===== src/a64alu_pkg.sv =====
// Shared types, opcodes and condition evaluation for the ARM64 subset ALU.
package a64alu_pkg;

  localparam int unsigned DataWidth   = 64;
  localparam int unsigned FuncWidth   = 5;
  localparam int unsigned ShiftWidth  = 6;
  localparam int unsigned FlagWidth   = 4;
  localparam int unsigned CondWidth   = 4;
  localparam int unsigned InDataWidth  = 144;  // 143 bits of fields, padded to bytes
  localparam int unsigned OutDataWidth = 72;   // 69 bits of fields, padded to bytes

  localparam logic [DataWidth-1:0] Mask16 = 64'h0000_0000_0000_FFFF;

  // NZCV bit positions
  localparam int unsigned FlagN = 3;
  localparam int unsigned FlagZ = 2;
  localparam int unsigned FlagC = 1;
  localparam int unsigned FlagV = 0;

  typedef enum logic [FuncWidth-1:0] {
    OP_ADD   = 5'd0,
    OP_SUB   = 5'd1,
    OP_ORN   = 5'd2,
    OP_ORR   = 5'd3,
    OP_EOR   = 5'd4,
    OP_AND   = 5'd5,
    OP_MOVZ  = 5'd6,
    OP_MOVK  = 5'd7,
    OP_LSL   = 5'd8,
    OP_LSR   = 5'd9,
    OP_ASR   = 5'd10,
    OP_PASS  = 5'd11,
    OP_CSEL  = 5'd12,
    OP_CSINV = 5'd13,
    OP_CSINC = 5'd14,
    OP_CSNEG = 5'd15,
    OP_CBZ   = 5'd16,
    OP_CBNZ  = 5'd17
  } op_t;

  typedef enum logic [CondWidth-1:0] {
    COND_EQ = 4'd0,
    COND_NE = 4'd1,
    COND_CS = 4'd2,
    COND_CC = 4'd3,
    COND_MI = 4'd4,
    COND_PL = 4'd5,
    COND_VS = 4'd6,
    COND_VC = 4'd7,
    COND_HI = 4'd8,
    COND_LS = 4'd9,
    COND_GE = 4'd10,
    COND_LT = 4'd11,
    COND_GT = 4'd12,
    COND_LE = 4'd13,
    COND_AL = 4'd14,
    COND_NV = 4'd15
  } cond_t;

  typedef struct packed {
    logic [FuncWidth-1:0]  func;
    logic [DataWidth-1:0]  operand_a;
    logic [DataWidth-1:0]  operand_b;
    logic [ShiftWidth-1:0] halfword_shift;
    logic [FlagWidth-1:0]  flags_in;
    logic                  update_flags;
    logic [CondWidth-1:0]  condition;
  } alu_req_t;

  typedef struct packed {
    logic [DataWidth-1:0] result;
    logic [FlagWidth-1:0] flags_out;
    logic                 cond_true;
  } alu_rsp_t;

  function automatic logic cond_pass(logic [CondWidth-1:0] cond, logic [FlagWidth-1:0] f);
    logic n;
    logic z;
    logic c;
    logic v;
    logic h;
    n = f[FlagN];
    z = f[FlagZ];
    c = f[FlagC];
    v = f[FlagV];
    unique case (cond_t'(cond))
      COND_EQ: h = z;
      COND_NE: h = !z;
      COND_CS: h = c;
      COND_CC: h = !c;
      COND_MI: h = n;
      COND_PL: h = !n;
      COND_VS: h = v;
      COND_VC: h = !v;
      COND_HI: h = c && !z;
      COND_LS: h = !c || z;
      COND_GE: h = (n == v);
      COND_LT: h = (n != v);
      COND_GT: h = !z && (n == v);
      COND_LE: h = z || (n != v);
      default: h = 1'b1;  // AL and NV
    endcase
    return h;
  endfunction

endpackage


===== src/a64alu_exec.sv =====
// Combinational execute logic: result, NZCV update and condition check.
module a64alu_exec (
  input  a64alu_pkg::alu_req_t req,
  output a64alu_pkg::alu_rsp_t rsp
);
  import a64alu_pkg::*;

  logic [DataWidth-1:0] a;
  logic [DataWidth-1:0] b;
  logic [DataWidth-1:0] b_add;
  logic [DataWidth:0]   sum;
  logic                 is_sub;
  logic                 holds_in;
  logic [DataWidth-1:0] cs_base;
  logic [DataWidth-1:0] cs_alt;
  logic [DataWidth-1:0] b_moved;
  logic [ShiftWidth-1:0] sh;
  logic [DataWidth-1:0] r;
  logic                 arith;
  logic                 logic_op;
  logic                 ovf;
  logic [FlagWidth-1:0] nf;

  assign a      = req.operand_a;
  assign b      = req.operand_b;
  assign sh     = b[ShiftWidth-1:0];
  assign is_sub = (req.func == OP_SUB);
  // sub is a + ~b + 1
  assign b_add  = is_sub ? ~b : b;
  assign sum    = {1'b0, a} + {1'b0, b_add} + {{DataWidth{1'b0}}, is_sub};
  assign ovf    = (a[DataWidth-1] == b_add[DataWidth-1]) &&
                  (sum[DataWidth-1] != a[DataWidth-1]);

  assign holds_in = cond_pass(req.condition, req.flags_in);
  // one incrementer serves csinc (b+1) and csneg (~b+1)
  assign cs_base  = ((req.func == OP_CSINV) || (req.func == OP_CSNEG)) ? ~b : b;
  assign cs_alt   = cs_base + {{(DataWidth-1){1'b0}},
                               ((req.func == OP_CSINC) || (req.func == OP_CSNEG))};
  assign b_moved  = b << req.halfword_shift;

  always_comb begin
    r        = '0;
    arith    = 1'b0;
    logic_op = 1'b0;
    unique case (op_t'(req.func))
      OP_ADD, OP_SUB: begin
        r     = sum[DataWidth-1:0];
        arith = 1'b1;
      end
      OP_ORN: begin
        r        = a | ~b;
        logic_op = 1'b1;
      end
      OP_ORR: begin
        r        = a | b;
        logic_op = 1'b1;
      end
      OP_EOR: begin
        r        = a ^ b;
        logic_op = 1'b1;
      end
      OP_AND: begin
        r        = a & b;
        logic_op = 1'b1;
      end
      OP_MOVZ:  r = a | b_moved;
      OP_MOVK:  r = (a & ~(Mask16 << req.halfword_shift)) | b_moved;
      OP_LSL:   r = a << sh;
      OP_LSR:   r = a >> sh;
      OP_ASR:   r = DataWidth'($signed(a) >>> sh);
      OP_PASS, OP_CBZ, OP_CBNZ: r = a;
      OP_CSEL:  r = holds_in ? a : b;
      OP_CSINV, OP_CSINC, OP_CSNEG: r = holds_in ? a : cs_alt;
      default:  r = '0;
    endcase
  end

  always_comb begin
    nf = req.flags_in;
    if (req.update_flags && arith) begin
      nf = {r[DataWidth-1], (r == '0), sum[DataWidth], ovf};
    end else if (req.update_flags && logic_op) begin
      nf = {r[DataWidth-1], (r == '0), 1'b0, 1'b0};
    end
  end

  assign rsp.result    = r;
  assign rsp.flags_out = nf;
  assign rsp.cond_true = cond_pass(req.condition, nf);

endmodule


===== src/arm64_subset_alu_nzcv_top.sv =====
// Top level: input register, execute logic and result register with stream handshakes.
// A request is held in the input register, then its result in the register on m_tdata.
// Throughput: one request per cycle without back-pressure; input and result registers
// form a two-entry pipeline; a waiting result still lets an empty input register fill.
// Reset: rst, synchronous, active high, empties both pipeline registers.
module arm64_subset_alu_nzcv_top (
  input  logic                                clk,
  input  logic                                rst,
  input  logic                                s_tvalid,
  output logic                                s_tready,
  // operand_a[63:0], operand_b[127:64], halfword_shift[133:128], flags_in[137:134],
  // update_flags[138], condition[142:139], zero pad [143]
  input  logic [a64alu_pkg::InDataWidth-1:0]  s_tdata,
  // func[4:0]
  input  logic [a64alu_pkg::FuncWidth-1:0]    s_tuser,
  output logic                                m_tvalid,
  input  logic                                m_tready,
  // result[63:0], flags_out[67:64], cond_true[68], zero pad [71:69]
  output logic [a64alu_pkg::OutDataWidth-1:0] m_tdata
);
  import a64alu_pkg::*;

  logic     s1_valid;
  alu_req_t s1_req;
  logic     out_valid;
  alu_rsp_t out_rsp;
  alu_rsp_t exec_rsp;
  logic     s1_ready;
  logic     out_ready;

  assign out_ready = !out_valid || m_tready;
  assign s1_ready  = !s1_valid || out_ready;
  assign s_tready  = s1_ready;

  always_ff @(posedge clk) begin
    if (rst) begin
      s1_valid <= 1'b0;
    end else if (s1_ready) begin
      s1_valid <= s_tvalid;
    end
  end

  always_ff @(posedge clk) begin
    if (s_tvalid && s1_ready) begin
      s1_req.func           <= s_tuser;
      s1_req.operand_a      <= s_tdata[63:0];
      s1_req.operand_b      <= s_tdata[127:64];
      s1_req.halfword_shift <= s_tdata[133:128];
      s1_req.flags_in       <= s_tdata[137:134];
      s1_req.update_flags   <= s_tdata[138];
      s1_req.condition      <= s_tdata[142:139];
    end
  end

  a64alu_exec u_exec (
    .req (s1_req),
    .rsp (exec_rsp)
  );

  always_ff @(posedge clk) begin
    if (rst) begin
      out_valid <= 1'b0;
    end else if (out_ready) begin
      out_valid <= s1_valid;
    end
  end

  always_ff @(posedge clk) begin
    if (s1_valid && out_ready) begin
      out_rsp <= exec_rsp;
    end
  end

  assign m_tvalid = out_valid;
  assign m_tdata  = {3'b000, out_rsp.cond_true, out_rsp.flags_out, out_rsp.result};

`ifndef SYNTHESIS
  a_s1_moves: assert property (@(posedge clk) disable iff (rst)
    (s1_valid && out_ready) |=> m_tvalid)
    else $error("request in input register did not reach result register");

  a_no_phantom: assert property (@(posedge clk) disable iff (rst)
    (!s1_valid && !m_tvalid) |=> !m_tvalid)
    else $error("result appeared without a request");

  a_flags_kept: assert property (@(posedge clk) disable iff (rst)
    (s1_valid && !s1_req.update_flags) |-> (exec_rsp.flags_out == s1_req.flags_in))
    else $error("flags changed without update_flags");

  a_unknown_zero: assert property (@(posedge clk) disable iff (rst)
    (s1_valid && (s1_req.func > OP_CBNZ)) |-> (exec_rsp.result == '0))
    else $error("unknown operation gave a nonzero result");
`endif

endmodule

===== config.mk =====
export PLATFORM = sky130hd
export DESIGN_NAME = arm64_subset_alu_nzcv_top
export DESIGN_NICKNAME = d
export VERILOG_FILES = /design/src/a64alu_pkg.sv /design/src/a64alu_exec.sv /design/src/arm64_subset_alu_nzcv_top.sv
export SDC_FILE = /design/constraint.sdc
export NUM_CORES = 2
export LEC_CHECK = 0
export BUFFER_PORTS_ARGS = -buffer_cell sky130_fd_sc_hd__buf_2
export CELL_PAD_IN_SITES_DETAIL_PLACEMENT = 0
export CELL_PAD_IN_SITES_GLOBAL_PLACEMENT = 2
export CORE_ASPECT_RATIO = 1.2
export CORE_MARGIN = 2
export CORE_UTILIZATION = 39
export CTS_CLUSTER_DIAMETER = 40
export CTS_CLUSTER_SIZE = 20
export DETAILED_ROUTE_END_ITERATION = 10
export HOLD_SLACK_MARGIN = 0.12
export MAX_ROUTING_LAYER = met4
export PLACE_DENSITY_LB_ADDON = 0.1
export REMOVE_ABC_BUFFERS = 1
export SLEW_MARGIN = 20
export SYNTH_ARGS = -nofsm -noshare
export SYNTH_HDL_FRONTEND = slang
export SYNTH_SLANG_ARGS = --single-unit

===== constraint.sdc =====
create_clock -name clk -period 7.6 [get_ports clk]
set_clock_uncertainty 0.05 [all_clocks]
set_input_delay 0.38 -clock clk [delete_from_list [all_inputs] [get_ports clk]]
set_output_delay 0.38 -clock clk [all_outputs]
set_load 0.01 [all_outputs]

== Word-level counts from Yosys, hierarchy flattened ==
Cells that the tools add are included.

* Add/subtract/negate cells: 3
* Eq/ne operators: 36
* Shift operators: 5
* Multiplexer cells: 11
* Bitwise logic cells: 9
* Reduce and logical (&&, ||, !) cells: 34

{| class="wikitable"
|+ Operator list
! kind !! number
|-
| 64-bit case mux with 13 select lines || 1
|-
| 64-bit two-way mux || 4
|-
| 64-bit OR || 4
|-
| 64-bit AND || 2
|-
| 64-bit NOT || 2
|-
| 64-bit by 6-bit left shift with 64-bit output || 2
|-
| 64-bit by 64-bit adder with 65-bit output || 1
|-
| 65-bit by 1-bit adder with 65-bit output || 1
|-
| 64-bit by 1-bit adder with 64-bit output || 1
|-
| 64-bit logical NOT || 1
|-
| 16-bit by 6-bit left shift with 64-bit output (first input constant) || 1
|-
| 64-bit by 6-bit right shift with 64-bit output || 1
|-
| 64-bit by 6-bit >>> shifter with 64-bit output || 1
|-
| 64-bit XOR || 1
|-
| 5-bit by 4-bit equality test with 1-bit output (second input constant) || 8
|-
| 1-bit case mux with 14 select lines || 2
|-
| 4-bit equality test (second input constant) || 6
|-
| 5-bit by 3-bit equality test with 1-bit output (second input constant) || 4
|-
| 4-bit by 3-bit equality test with 1-bit output (second input constant) || 4
|-
| 5-bit by 2-bit equality test with 1-bit output (second input constant) || 2
|-
| 5-bit equality test (second input constant) || 2
|-
| 1-bit logical NOT || 10
|-
| 1-bit logical AND || 9
|-
| 4-bit by 2-bit equality test with 1-bit output (second input constant) || 2
|-
| 12 further kinds || 26
|}

* Register bits after elaboration: 219
* Input port bits: 153
* Output and inout bits: 74
* Logic and storage cells: 110

== Depth between registers and ports, before layout ==
* Word-level depth: 12
* Depth in mapped cells: 26
* Depth with buffers taken out: 17

== By module ==
Synthesis repeated with hierarchy kept, for this count alone.

* Cell total of the unflattened synthesis: 4602
* Area total of the unflattened synthesis: 37716.2 µm²

{| class="wikitable"
|+ Modules (own cells, without submodules)
! module !! instances !! cells an instance !! area each (µm²) !! sequential area each (µm²)
|-
| a64alu_exec || 1 || 4371 || 31069.8 || 0.0
|-
| arm64_subset_alu_nzcv_top || 1 || 231 || 6646.4 || 6556.3
|}

== Least setup slack after synthesis ==
No wires, ideal clock.

* Kind: register to register
* Start: reg s1_req[146] (netlist bit)
* End: reg out_rsp, in the netlist m_tdata[68] (data pin)
* Data arrival time: 6.599 ns
* Setup slack: 0.678 ns
* Stages on the path, launching flop included: 25
* Path buffers: 8
* Period minus slack after synthesis: 6.922 ns
* Cell sequence: edfxtp_1 -> clkbuf_1 -> and4b_1 -> buf_2 -> clkbuf_1 -> clkbuf_1 -> buf_2 -> clkbuf_1 -> buf_1 -> buf_1 -> xnor2_1 -> ha_1 -> nand3_1 -> or3_1 -> a222oi_1 -> nand3_1 -> or4_1 -> and3_1 -> a211o_1 -> or3b_1 -> or4b_1 -> nor4_1 -> and4b_1 -> a211o_1 -> o221ai_2

{| class="wikitable"
|+ RTL lines
! what !! line !! source
|-
| from (decl) || arm64_subset_alu_nzcv_top.sv:24 || <nowiki>alu_req_t s1_req;</nowiki>
|-
| to (signal assigned) || arm64_subset_alu_nzcv_top.sv:70 || <nowiki>out_rsp <= exec_rsp;</nowiki>
|-
| to (decl) || arm64_subset_alu_nzcv_top.sv:26 || <nowiki>alu_rsp_t out_rsp;</nowiki>
|}

==> flow_summary.toml <==
[synthesis]
yosys.area.top_type = "edfxtp_1"
synth-seq-cells = 219
async_flop_share = 0
synth_edf_count = 217
yosys_warnings = 0
synth_area_leaders = "edfxtp_1 (18%), mux4_2 (12%), mux2i_1 (5.7%), ha_1 (5.1%), nor2_1 (4.1%)"
syn-cell-area_sq_um = 35300
ys.flop_type = "edfxtp_1"
synth.distinct_cells = 94
synth-seq-area-share = 0.186
netlist.area_leader.share = 0.185
netlist_instances = 4278
synth_area_per_cell_sq_um = 8.25

[finish]
seq_area_sq_um = 6560
layout_commonest_cell = "nor2_1"
fin_util = 0.464
design_area_sq_um = 41600
most-common-layout-cells = "nor2_1 (376), nand2_1 (370), buf_4 (284), a21oi_1 (263), buf_2 (222)"
stdcell_count = 5762
n_fill_cell = 8848
layout-drive-gt1-share = 0.206
layout.nets = 4838
multi_input_area_sq_um = 27100
syn2layout_area_growth_pct = 17.8

[placed_design]
dp.cells = 5514
gp_congestion = 1.15
port-buffer-count = 222
placed_cell_area_sq_um = 38800
dpl.hpwl_um = 195000

[route]
drt-total-wl_um = 258000
wire_per_inst_um = 44.8
vias = 44200
ant_nets = 0
drc_errors = 0
initialDrtViolationCount = 7835
drt_pass1_iterations = 7
via_per_inst = 7.67

[die]
ios = 227
fp.dieH_um = 333
start_util = 0.394
die_width_um = 279
std_cell_rows = 120
design.core.area_sq_um = 89500
dieArea_sq_um = 92900

[clock_network]
clk_pin_slew_ps = 70
htreeDepth = 1
clock_latency_ps = 660
clock_sinks = 219
cts_tree = "done"
cts-root-buf = "clkbuf_16"
cts.path.max_buffers = 3
cts-buffers-inserted = 30
post_cts_buffers = 0

[setup_path]
required_ps = 7940
cp_max_fo = 38
critPathKind = "register to register"
cp.arrival_ps = 7850
end_kind = "register"
start_kind = "register"

[timing]
clock.fmax_mhz = 133
relSlewSlack = 0.116
rsz0062_at_grt = "false"
fin_crit_ps = 7510
fin_crit_sh = 0.988
finalSetupTns_ps = 0
hold_viol = 0
slew_violations = 0
final-setup-viol-count = 0
tightest_slew_ps = 1290

[global_routing]
grt_pass1_vias = 40400
grt_max_degree = 98
gr-usage-all-layers = 0.555
antenna_found_initial = 32
grt_overflow = 0
grt_pass1_wl_um = 347000

[power_and_ir_drop]
power_uw = 6030
vdd_drop_max_uv = 234
p_leak_uw = 0.0157
power.density_nw_per_um2 = 145

[run]
maxCapViolCount = 0

[min_path]
hold_path_class = "input port to register"

[outcome]
status = "completed"
==> worst paths after layout <==
kind	endpoint	depth (start not counted)	start	slack [ps]
worst max-delay path	m_tdata[68]	21	s1_req[147]	90
worst min-delay path	s1_req[143]	1	s_tuser[0]	170
worst max register to register	m_tdata[68]	21	s1_req[147]	90
worst min register to register	m_tvalid	2	s1_valid	480
==> per-layer routing <==
metal / vias up / GRT usage / part of all wire
met5: - / - / 0
met4: 0 / 0.479 / 0.12
met3: 1382 / 0.216 / 0.13
met2: 4146 / 0.754 / 0.40
met1: 21400 / 0.632 / 0.35
li1: 17200 / - / -
==> cells in the mapped netlist (69+ instances only) <==
cell type  count
a211oi_1      75
a21oi_1      263
buf_1         95
clkbuf_1     324
edfxtp_1     217
ha_1         143
mux2_2        94
mux2i_1      201
mux4_2       186
nand2_1      370
nand3_1      148
nand4_1      106
nor2_1       381
nor3_1       118
o21ai_0      219
o22ai_1       69
xnor2_1      136
xor2_1       107
==> sequential cells by signal, summed over array words and instances, names as in the netlist <==
name,count
m_tdata,69
s1_valid,1
s1_req,148
m_tvalid,1
==> logic make-up after synthesis <==
group	synth area share
AND/OR/NAND/NOR	0.202
multiplexers	0.206
buffers and inverters	0.0539
XOR/XNOR	0.0610
AO/OA/AOI/OAI	0.240
other	0.000106
flip-flops	0.186
adder cells (fa/ha/maj)	0.0513
==> layout make-up <==
class                           instances  area share
Tap cell                             1159      0.0349
Clock inverter                         24     0.00795
Clock buffer                           32      0.0182
Antenna cell                           38     0.00229
Sequential cell                       219       0.158
Inverter                               45     0.00416
Timing Repair Buffer                  677       0.124
Multi-Input combinational cell       3568       0.651
==> metrics by stage <==
stage,hold slack (ps),setup slack [ps]
6_report,168,88.5
5_1_grt,169,141
4_1_cts,157,106
3_5_place_dp,464,-438
3_3_place_gp,457,-396
2_1_floorplan,402,-3560
==> power breakdown <==
part	switching [uW]	internal, uW
clock	679	859
sequential	179	1430
combinational	1910	964
total	2770	3250
==> critical path, stage by stage (launching register included) <==
cell	delay, ps
edfxtp_1	510
or4b_1	720
nor2_4	180
buf_12	260
xnor2_1	110
ha_1	410
and2_1	200
a221oi_1	410
buf_4	230
a211oi_1	110
o311a_1	470
buf_4	210
o2111a_1	290
a2111oi_1	510
o211ai_1	310
a2111oi_2	430
nand4b_1	360
nor3_2	660
buf_4	230
and4b_1	290
a211o_1	170
o221ai_2	100
==> repair_timing <==
action / 4_1_cts / 5_1_grt
resized for setup: 3 / 1
hold endpoints to repair: 149 / 0
hold buffers: 150 / 0
endpoints found under the setup margin: 2 / 1
No activity file was read; power rests on OpenSTA's default activity.
